### src/rtl/cla_pkg.sv
// shared types, constants and helpers for the chunked list appender
// depends on nothing; every rtl file uses it by scoped names
`timescale 1ns / 1ps

package cla_pkg;

   // sizing of the pool and the lists
   localparam int LAYERS      = 4;
   localparam int CHUNK_WORDS = 16;
   localparam int POOL_WORDS  = 2048;
   localparam int NUM_CHUNKS  = POOL_WORDS / CHUNK_WORDS;

   // fixed field widths of the streams
   localparam int LAYER_W = 2;
   localparam int WORD_W  = 64;
   localparam int ADDR_W  = 11;

   // derived state widths
   localparam int LAYER_IDX_W = (LAYERS > 1) ? $clog2(LAYERS) : 1;
   localparam int CHUNK_W     = (NUM_CHUNKS > 1) ? $clog2(NUM_CHUNKS) : 1;
   localparam int NFC_W       = $clog2(NUM_CHUNKS + 1);
   localparam int SLOT_W      = $clog2(CHUNK_WORDS);

   // result queue
   localparam int RSPQ_DEPTH = 4;
   localparam int RSPQ_PTR_W = $clog2(RSPQ_DEPTH);
   localparam int RSPQ_CNT_W = $clog2(RSPQ_DEPTH + 1);

   // packed stream widths
   localparam int REQ_USER_W = 1 + LAYER_W;
   localparam int RSP_BITS   = ADDR_W + WORD_W + ADDR_W + 1;
   localparam int RSP_DATA_W = ((RSP_BITS + 7) / 8) * 8;
   localparam int RSP_USER_W = 2;

   typedef enum logic [0:0] {
      CMD_APPEND = 1'b0,
      CMD_CLEAR  = 1'b1
   } command_type;

   typedef enum logic [1:0] {
      KIND_DATA  = 2'd0,
      KIND_LINK  = 2'd1,
      KIND_ERROR = 2'd2
   } kind_type;

   typedef struct packed {
      kind_type            kind;
      logic [ADDR_W-1:0]   address;
      logic [WORD_W-1:0]   data_word;
      logic [ADDR_W-1:0]   link_target;
      logic                starts_list;
      logic                last;
   } result_type;

   // how many results the core hands to the queue this cycle
   typedef struct packed {
      logic first;
      logic second;
   } push_type;

   // first pool word of a chunk, low address bits only
   function automatic logic [ADDR_W-1:0] chunk_base(input logic [CHUNK_W-1:0] chunk);
      logic [31:0] full;
      full = 32'(chunk) * CHUNK_WORDS;
      return full[ADDR_W-1:0];
   endfunction

endpackage

### src/rtl/cla_core.sv
// per-layer list pointers, bump allocator and result generation
// depends on cla_pkg
`timescale 1ns / 1ps

module cla_core (
   input  logic                           clock,
   input  logic                           reset,
   input  logic                           accept,
   input  cla_pkg::command_type           command,
   input  logic [cla_pkg::LAYER_W-1:0]    layer,
   input  logic [cla_pkg::WORD_W-1:0]     word,
   output cla_pkg::push_type              push,
   output cla_pkg::result_type            result0,
   output cla_pkg::result_type            result1
);

   logic                           open_ff  [cla_pkg::LAYERS];
   logic [cla_pkg::CHUNK_W-1:0]    chunk_ff [cla_pkg::LAYERS];
   logic [cla_pkg::SLOT_W-1:0]     slot_ff  [cla_pkg::LAYERS];
   logic [cla_pkg::NFC_W-1:0]      nfc_ff;

   logic                           open_in;
   logic [cla_pkg::CHUNK_W-1:0]    chunk_in;
   logic [cla_pkg::SLOT_W-1:0]     slot_in;
   logic [cla_pkg::NFC_W-1:0]      nfc_in;
   logic                           upd_layer;

   logic [cla_pkg::LAYER_IDX_W-1:0] idx;
   logic                            in_range;
   logic                            cur_open;
   logic [cla_pkg::CHUNK_W-1:0]     cur_chunk;
   logic [cla_pkg::SLOT_W-1:0]      cur_slot;
   logic [cla_pkg::CHUNK_W-1:0]     new_chunk;
   logic [cla_pkg::ADDR_W-1:0]      cur_base;
   logic [cla_pkg::ADDR_W-1:0]      new_base;
   logic                            need_chunk;
   logic                            pool_empty;
   logic                            adjacent;

   assign idx        = cla_pkg::LAYER_IDX_W'(layer);
   assign in_range   = int'(layer) < cla_pkg::LAYERS;
   assign cur_open   = open_ff[idx];
   assign cur_chunk  = chunk_ff[idx];
   assign cur_slot   = slot_ff[idx];
   assign new_chunk  = nfc_ff[cla_pkg::CHUNK_W-1:0];
   assign cur_base   = cla_pkg::chunk_base(cur_chunk);
   assign new_base   = cla_pkg::chunk_base(new_chunk);
   assign need_chunk = !cur_open || (32'(cur_slot) == cla_pkg::CHUNK_WORDS - 1);
   assign pool_empty = 32'(nfc_ff) >= cla_pkg::NUM_CHUNKS;
   assign adjacent   = nfc_ff == (cla_pkg::NFC_W'(cur_chunk) + 1'b1);

   always_comb begin
      push      = '{first: 1'b0, second: 1'b0};
      result0   = '0;
      result1   = '0;
      upd_layer = 1'b0;
      open_in   = cur_open;
      chunk_in  = cur_chunk;
      slot_in   = cur_slot;
      nfc_in    = nfc_ff;
      if (accept && command == cla_pkg::CMD_APPEND && in_range) begin
         push.first   = 1'b1;
         result0.last = 1'b1;
         if (need_chunk && pool_empty) begin
            result0.kind = cla_pkg::KIND_ERROR;
         end else if (!cur_open) begin
            // first word of the list opens a fresh chunk
            upd_layer           = 1'b1;
            nfc_in              = nfc_ff + 1'b1;
            open_in             = 1'b1;
            chunk_in            = new_chunk;
            slot_in             = cla_pkg::SLOT_W'(1);
            result0.kind        = cla_pkg::KIND_DATA;
            result0.address     = new_base;
            result0.data_word   = word;
            result0.starts_list = 1'b1;
         end else if (!need_chunk) begin
            upd_layer         = 1'b1;
            slot_in           = cur_slot + 1'b1;
            result0.kind      = cla_pkg::KIND_DATA;
            result0.address   = cur_base + cla_pkg::ADDR_W'(cur_slot);
            result0.data_word = word;
         end else if (adjacent) begin
            // contiguous chunk: the held-back slot just takes the word
            upd_layer         = 1'b1;
            nfc_in            = nfc_ff + 1'b1;
            chunk_in          = new_chunk;
            slot_in           = '0;
            result0.kind      = cla_pkg::KIND_DATA;
            result0.address   = cur_base + cla_pkg::ADDR_W'(cla_pkg::CHUNK_WORDS - 1);
            result0.data_word = word;
         end else begin
            // link in the held-back slot, then the word at the new chunk
            upd_layer           = 1'b1;
            nfc_in              = nfc_ff + 1'b1;
            chunk_in            = new_chunk;
            slot_in             = cla_pkg::SLOT_W'(1);
            push.second         = 1'b1;
            result0.kind        = cla_pkg::KIND_LINK;
            result0.address     = cur_base + cla_pkg::ADDR_W'(cla_pkg::CHUNK_WORDS - 1);
            result0.link_target = new_base;
            result0.last        = 1'b0;
            result1.kind        = cla_pkg::KIND_DATA;
            result1.address     = new_base;
            result1.data_word   = word;
            result1.last        = 1'b1;
         end
      end
   end

   always_ff @(posedge clock) begin
      if (reset || (accept && command == cla_pkg::CMD_CLEAR)) begin
         for (int i = 0; i < cla_pkg::LAYERS; i++) begin
            open_ff[i]  <= 1'b0;
            chunk_ff[i] <= '0;
            slot_ff[i]  <= '0;
         end
         nfc_ff <= '0;
      end else if (upd_layer) begin
         open_ff[idx]  <= open_in;
         chunk_ff[idx] <= chunk_in;
         slot_ff[idx]  <= slot_in;
         nfc_ff        <= nfc_in;
      end
   end

endmodule

### src/rtl/cla_rspq.sv
// small result queue: takes up to two results a cycle, gives one
// depends on cla_pkg
`timescale 1ns / 1ps

module cla_rspq (
   input  logic                 clock,
   input  logic                 reset,
   input  cla_pkg::push_type    push,
   input  cla_pkg::result_type  din0,
   input  cla_pkg::result_type  din1,
   input  logic                 pop,
   output cla_pkg::result_type  head,
   output logic                 not_empty,
   output logic                 has_room
);

   cla_pkg::result_type             entry_ff [cla_pkg::RSPQ_DEPTH];
   logic [cla_pkg::RSPQ_PTR_W-1:0]  wr_ptr_ff, wr_ptr_in;
   logic [cla_pkg::RSPQ_PTR_W-1:0]  rd_ptr_ff, rd_ptr_in;
   logic [cla_pkg::RSPQ_CNT_W-1:0]  count_ff, count_in;
   logic [cla_pkg::RSPQ_PTR_W-1:0]  wr_ptr_next;
   logic [cla_pkg::RSPQ_CNT_W-1:0]  n_push;

   assign head        = entry_ff[rd_ptr_ff];
   assign not_empty   = count_ff != '0;
   // room for a two-result transaction regardless of the drain side
   assign has_room    = 32'(count_ff) <= cla_pkg::RSPQ_DEPTH - 2;
   assign wr_ptr_next = wr_ptr_ff + 1'b1;
   assign n_push      = cla_pkg::RSPQ_CNT_W'(push.first) + cla_pkg::RSPQ_CNT_W'(push.second);
   assign wr_ptr_in   = wr_ptr_ff + cla_pkg::RSPQ_PTR_W'(n_push);
   assign rd_ptr_in   = rd_ptr_ff + cla_pkg::RSPQ_PTR_W'(pop);
   assign count_in    = count_ff + n_push - cla_pkg::RSPQ_CNT_W'(pop);

   always_ff @(posedge clock) begin
      if (reset) begin
         wr_ptr_ff <= '0;
         rd_ptr_ff <= '0;
         count_ff  <= '0;
      end else begin
         wr_ptr_ff <= wr_ptr_in;
         rd_ptr_ff <= rd_ptr_in;
         count_ff  <= count_in;
      end
   end

   always_ff @(posedge clock) begin
      if (push.first) begin
         entry_ff[wr_ptr_ff] <= din0;
      end
      if (push.second) begin
         entry_ff[wr_ptr_next] <= din1;
      end
   end

endmodule

### src/rtl/chunked_list_appender.sv
// each result is registered in the result queue before it shows on rsp_
// throughput: one request transaction per cycle while req_tready is high; rsp_ gives one
// result per cycle unless stalled, so a non-adjacent chunk crossing gives two results
// the four-entry result queue sets how far input runs ahead of a stalled output
// reset (synchronous, active high) closes every list, rewinds the allocator
// and empties the result queue; the block is ready in the next cycle
`timescale 1ns / 1ps

module chunked_list_appender (
   input  logic                               clock,
   input  logic                               reset,
   // request stream
   input  logic                               req_tvalid,
   output logic                               req_tready,
   input  logic [cla_pkg::WORD_W-1:0]         req_tdata,   // [63:0] word
   input  logic [cla_pkg::REQ_USER_W-1:0]     req_tuser,   // [0] command, [2:1] layer
   // result stream
   output logic                               rsp_tvalid,
   input  logic                               rsp_tready,
   output logic [cla_pkg::RSP_DATA_W-1:0]     rsp_tdata,   // [10:0] address,
                                                           // [74:11] data_word,
                                                           // [85:75] link_target,
                                                           // [86] starts_list, [87] zero
   output logic [cla_pkg::RSP_USER_W-1:0]     rsp_tuser,   // [1:0] kind
   output logic                               rsp_tlast    // last result of a transaction
);

   logic                 accept;
   cla_pkg::push_type    push;
   cla_pkg::result_type  result0;
   cla_pkg::result_type  result1;
   cla_pkg::result_type  head;
   logic                 has_room;

   // an incoming transaction is only taken when two queue entries are free
   assign req_tready = has_room;
   assign accept     = req_tvalid && req_tready;

   // pointer state and allocator; results are formed in the accept cycle
   cla_core u_core (
      .clock   (clock),
      .reset   (reset),
      .accept  (accept),
      .command (cla_pkg::command_type'(req_tuser[0])),
      .layer   (req_tuser[cla_pkg::LAYER_W:1]),
      .word    (req_tdata),
      .push    (push),
      .result0 (result0),
      .result1 (result1)
   );

   // registered results decouple the output handshake from the input
   cla_rspq u_rspq (
      .clock     (clock),
      .reset     (reset),
      .push      (push),
      .din0      (result0),
      .din1      (result1),
      .pop       (rsp_tvalid && rsp_tready),
      .head      (head),
      .not_empty (rsp_tvalid),
      .has_room  (has_room)
   );

   // pack the head entry, address in the low bits
   assign rsp_tdata = cla_pkg::RSP_DATA_W'({head.starts_list, head.link_target,
                                            head.data_word, head.address});
   assign rsp_tuser = head.kind;
   assign rsp_tlast = head.last;

endmodule

### config.mk
export PLATFORM = sky130hd
export DESIGN_NAME = chunked_list_appender
export DESIGN_NICKNAME = d
export VERILOG_FILES = /design/src/rtl/cla_pkg.sv /design/src/rtl/cla_core.sv /design/src/rtl/cla_rspq.sv /design/src/rtl/chunked_list_appender.sv
export SDC_FILE = /design/constraint.sdc
export NUM_CORES = 1
export LEC_CHECK = 0
export ABC_AREA = 1
export BUFFER_PORTS_ARGS = -buffer_cell sky130_fd_sc_hd__buf_4
export CAP_MARGIN = 10
export CORE_UTILIZATION = 35
export DETAILED_ROUTE_END_ITERATION = 10
export SETUP_SLACK_MARGIN = 0.05
export SYNTH_ARGS = -nofsm -noshare
export SYNTH_HDL_FRONTEND = slang
export SYNTH_SLANG_ARGS = --single-unit
### constraint.sdc
create_clock -name clock -period 4.7 [get_ports clock]
set_input_delay 0.235 -clock clock [delete_from_list [all_inputs] [get_ports clock]]
set_output_delay 0.235 -clock clock [all_outputs]
set_load 0.05 [all_outputs]
==> results.cfg <==
[logic_synthesis]
synth-seq-cells = 407
synth_fa_ha_area_share_pct = 0.724
synth_simple_gate_area_share_pct = 20.0
post_synth_xor_area_fraction_pct = 0.287
synth_compound_area_share_pct = 10.8
synth_top_family_by_area = simple AND/OR/NAND/NOR gates
synth_area_sq_um = 18300
synth_top_cell_area_share_pct = 55.1
synth.mux.area_fraction_pct = 0
synth_area_per_cell_sq_um = 9.82
synth_edf_count = 336
yosysMostFrequentCell = nor2_1
ys_async_sr_fraction_pct = 0
synth_seq_area_share_pct = 62.8
synthCells = 1867
synth_area_leaders = edfxtp_1 55%, nor2_1 11%, dfxtp_1 7.8%, nand2_1 6.0%, o21ai_0 6.0%
synthFlopType = edfxtp_1
yosysWarnings = 0
synth_area_leader_cell = edfxtp_1
ys_types = 42
synth_common_cells = 513 x nor2_1, 336 x edfxtp_1, 293 x nand2_1

[timing]
tightest_slew_ns = 1.06
drv_slew = 0
hold_viol_final = 0
rsz0062_at_grt = no
post-route-min-period_ns = 3.58
fmax_ghz = 0.279
clock_skew_ns = 0.0218
tns_ns = 0
relSlewSlack_pct = 29.0
setup_violations = 0
hold_ws_ns = 0.0458
finalCritPeriodShare_pct = 76.2

[floorplanning]
ioPinCount = 164
start_util_pct = 35.6
rows = 83
core_area_sq_um = 51500
die_x_microns = 231
die_h_microns = 231
die_area_sq_um = 53300

[final_layout]
area_delta_synth_final_pct = 16.9
stdcell_count = 2703
final_area_sq_um = 21400
antenna_cells = 0
final_nets = 2069
layout-drive-gt1-share_pct = 15.2
final_util_pct = 41.6

[clock_tree]
cts_buffers = 44
clockBufferDepth = 3
htreeDepth = 2
cts_root_buf = clkbuf_16
cts_tree = built
clkSinkCount = 407
clk_pin_slew_ns = 0.06
cts_hold_buffers = 1
clkLatencyLatePin_ns = 0.58
ctsResizeCount = 0
post_cts_buffers = 0

[setup_path]
rr_endpoint = u_rspq.entry_ff[1][20]
startpoint = u_core.chunk_ff[3][0]
cp.buffers_inverters = 3
slowest_stage = nand2_4
crit_chain = nand2_1, nand3_1, nand2_1, inv_1, ha_1, inv_1, nor2_1, nand3_1, nand2_1, nand3_1, nand3_1, nor2_1, nand2_2, nand3_4, nor2_2, nand2_1, nand2_4, buf_12
r2r-start = u_core.chunk_ff[3][0]
reg2reg_depth = 18
path_delay_family = simple AND/OR/NAND/NOR gates
cp_slowest_stage_delay_ns = 0.51
cp_data_arrival_time_ns = 3.84
critPathRequiredTime_ns = 4.96
critPathLaunchType = flip-flop
critical_path_class = flip-flop to flip-flop
r2r_setup_slack_ns = 1.12
endpoint_kind = flip-flop
critPathMaxFanout = 29

[placement]
gp_congestion = 0.853
port_buffers = 158
dp_hpwl_microns = 31200
place_area_sq_um = 20000
place_inst = 2621

[detailed_routing]
routed_wirelength_microns = 50800
drc = 0
detail-route-antenna-nets = 0
avgRoutedWirePerCell_microns = 18.8
vias_per_cell = 5.13
firstDrtPassIters = 5
drt_iter0_markers = 1158
via_count = 13873

[grt]
grt_pass1_wl_microns = 77000
grt-ovfl-total = 0
antenna_found_initial = 1
grt_pass1_vias = 13304
grt_max_degree = 95
grt_usage_pct = 18.8

[pwr]
p_per_area_nw_per_um2 = 557
power.leakage_nw = 7.42
vdd_drop_max_v = 0.000404

[min_path]
hold_path_end = u_rspq.entry_ff[3][46]
hold_path.class = primary input to flip-flop
hold_depth = 3
min-delay-start = req_tdata[33]

[flow_run]
drv_cap = 0

[status]
status = completed
[per-layer routing]
metal | up-vias | share of wire (%) | track usage (%) | wire length [microns]
met4 | 2 | 2.5 | 5.65 | 1280
met5 | - | 0.033 | 0 | 17
met1 | 6735 | 43 | 24.8 | 21800
met3 | 77 | 6.8 | 3.79 | 3460
met2 | 449 | 48 | 30.9 | 24300
li1 | 6610 | - | - | -
[logic make-up after synthesis]
logic type,Yosys count
AO/OA/AOI/OAI,353
buffers and inverters,187
flip-flops,407
AND/OR/NAND/NOR,903
other,1
adder cells (fa/ha/maj),10
XOR/XNOR,6
[through the flow]
step / worst slack [ns] / power (mW)
floorplan: 0.174 / 7.17
global placement: 0.687 / 8.69
detailed placement: 0.586 / 8.72
CTS: 1.10 / 12.0
global route: 0.745 / 12.4
finish: 1.12 / 11.9
[layout by cell type, fill, tap and decap left out, drive strengths merged, types with 3 or more instances in the layout]
| cell type | instances |
|---|---|
| nand3 | 57 |
| a21oi | 33 |
| dfxtp | 71 |
| xor2 | 3 |
| nor2 | 529 |
| buf | 193 |
| o21ai | 219 |
| conb | 5 |
| ha | 9 |
| xnor2 | 3 |
| a22oi | 3 |
| clkbuf | 60 |
| edfxtp | 336 |
| nor3 | 8 |
| nand4 | 7 |
| inv | 61 |
| o22ai | 91 |
| clkinv | 22 |
| nand2 | 299 |
[where the power goes]
| group | total, mW | switching [mW] | leakage (nW) | internal, mW |
|---|---|---|---|---|
| clock network | 3.32 | 1.43 | 0.679 | 1.89 |
| registers | 4.27 | 0.0904 | 3.51 | 4.18 |
| logic | 4.35 | 3.26 | 3.23 | 1.09 |
| total | 11.9 | 4.79 | 7.42 | 7.16 |
[layout make-up]
cell class / instances / area [sq um]
inverters: 64 / 246
clock inverters: 21 / 164
multi-input cells: 1277 / 5860
well taps: 680 / 851
flip-flops and latches: 407 / 11500
clock buffers: 60 / 1220
repair buffers: 194 / 1570
fillers: 5079 / 30100
[how the worst max path moves through the flow]
stage,end,slack [ns],cells past startpoint
after CTS,u_rspq.entry_ff[1][26],1.10,18
after global routing,u_rspq.entry_ff[1][24],0.74,21
after floorplan,u_rspq.entry_ff[2][0],0.17,8
after global placement,u_rspq.entry_ff[1][19],0.69,21
after detailed placement,u_rspq.entry_ff[1][31],0.59,21
final,u_rspq.entry_ff[1][20],1.12,18
[worst reg2reg max path, stage by stage (launching register included)]
cell,delay [ns]
edfxtp_1,0.33
nand2_1,0.05
nand3_1,0.09
nand2_1,0.11
inv_1,0.15
ha_1,0.19
inv_1,0.05
nor2_1,0.21
nand3_1,0.11
nand2_1,0.09
nand3_1,0.07
nand3_1,0.10
nor2_1,0.05
nand2_2,0.11
nand3_4,0.18
nor2_2,0.27
nand2_1,0.31
nand2_4,0.52
buf_12,0.28
[registers in the layout, indices dropped and copies added, names as in the netlist]
signal / count
u_core.chunk_ff: 28
u_core.nfc_ff: 8
u_core.open_ff: 4
u_core.slot_ff: 16
u_rspq.count_ff: 3
u_rspq.entry_ff: 344
u_rspq.rd_ptr_ff: 2
u_rspq.wr_ptr_ff: 2
No activity file was read; power rests on OpenSTA's default activity.
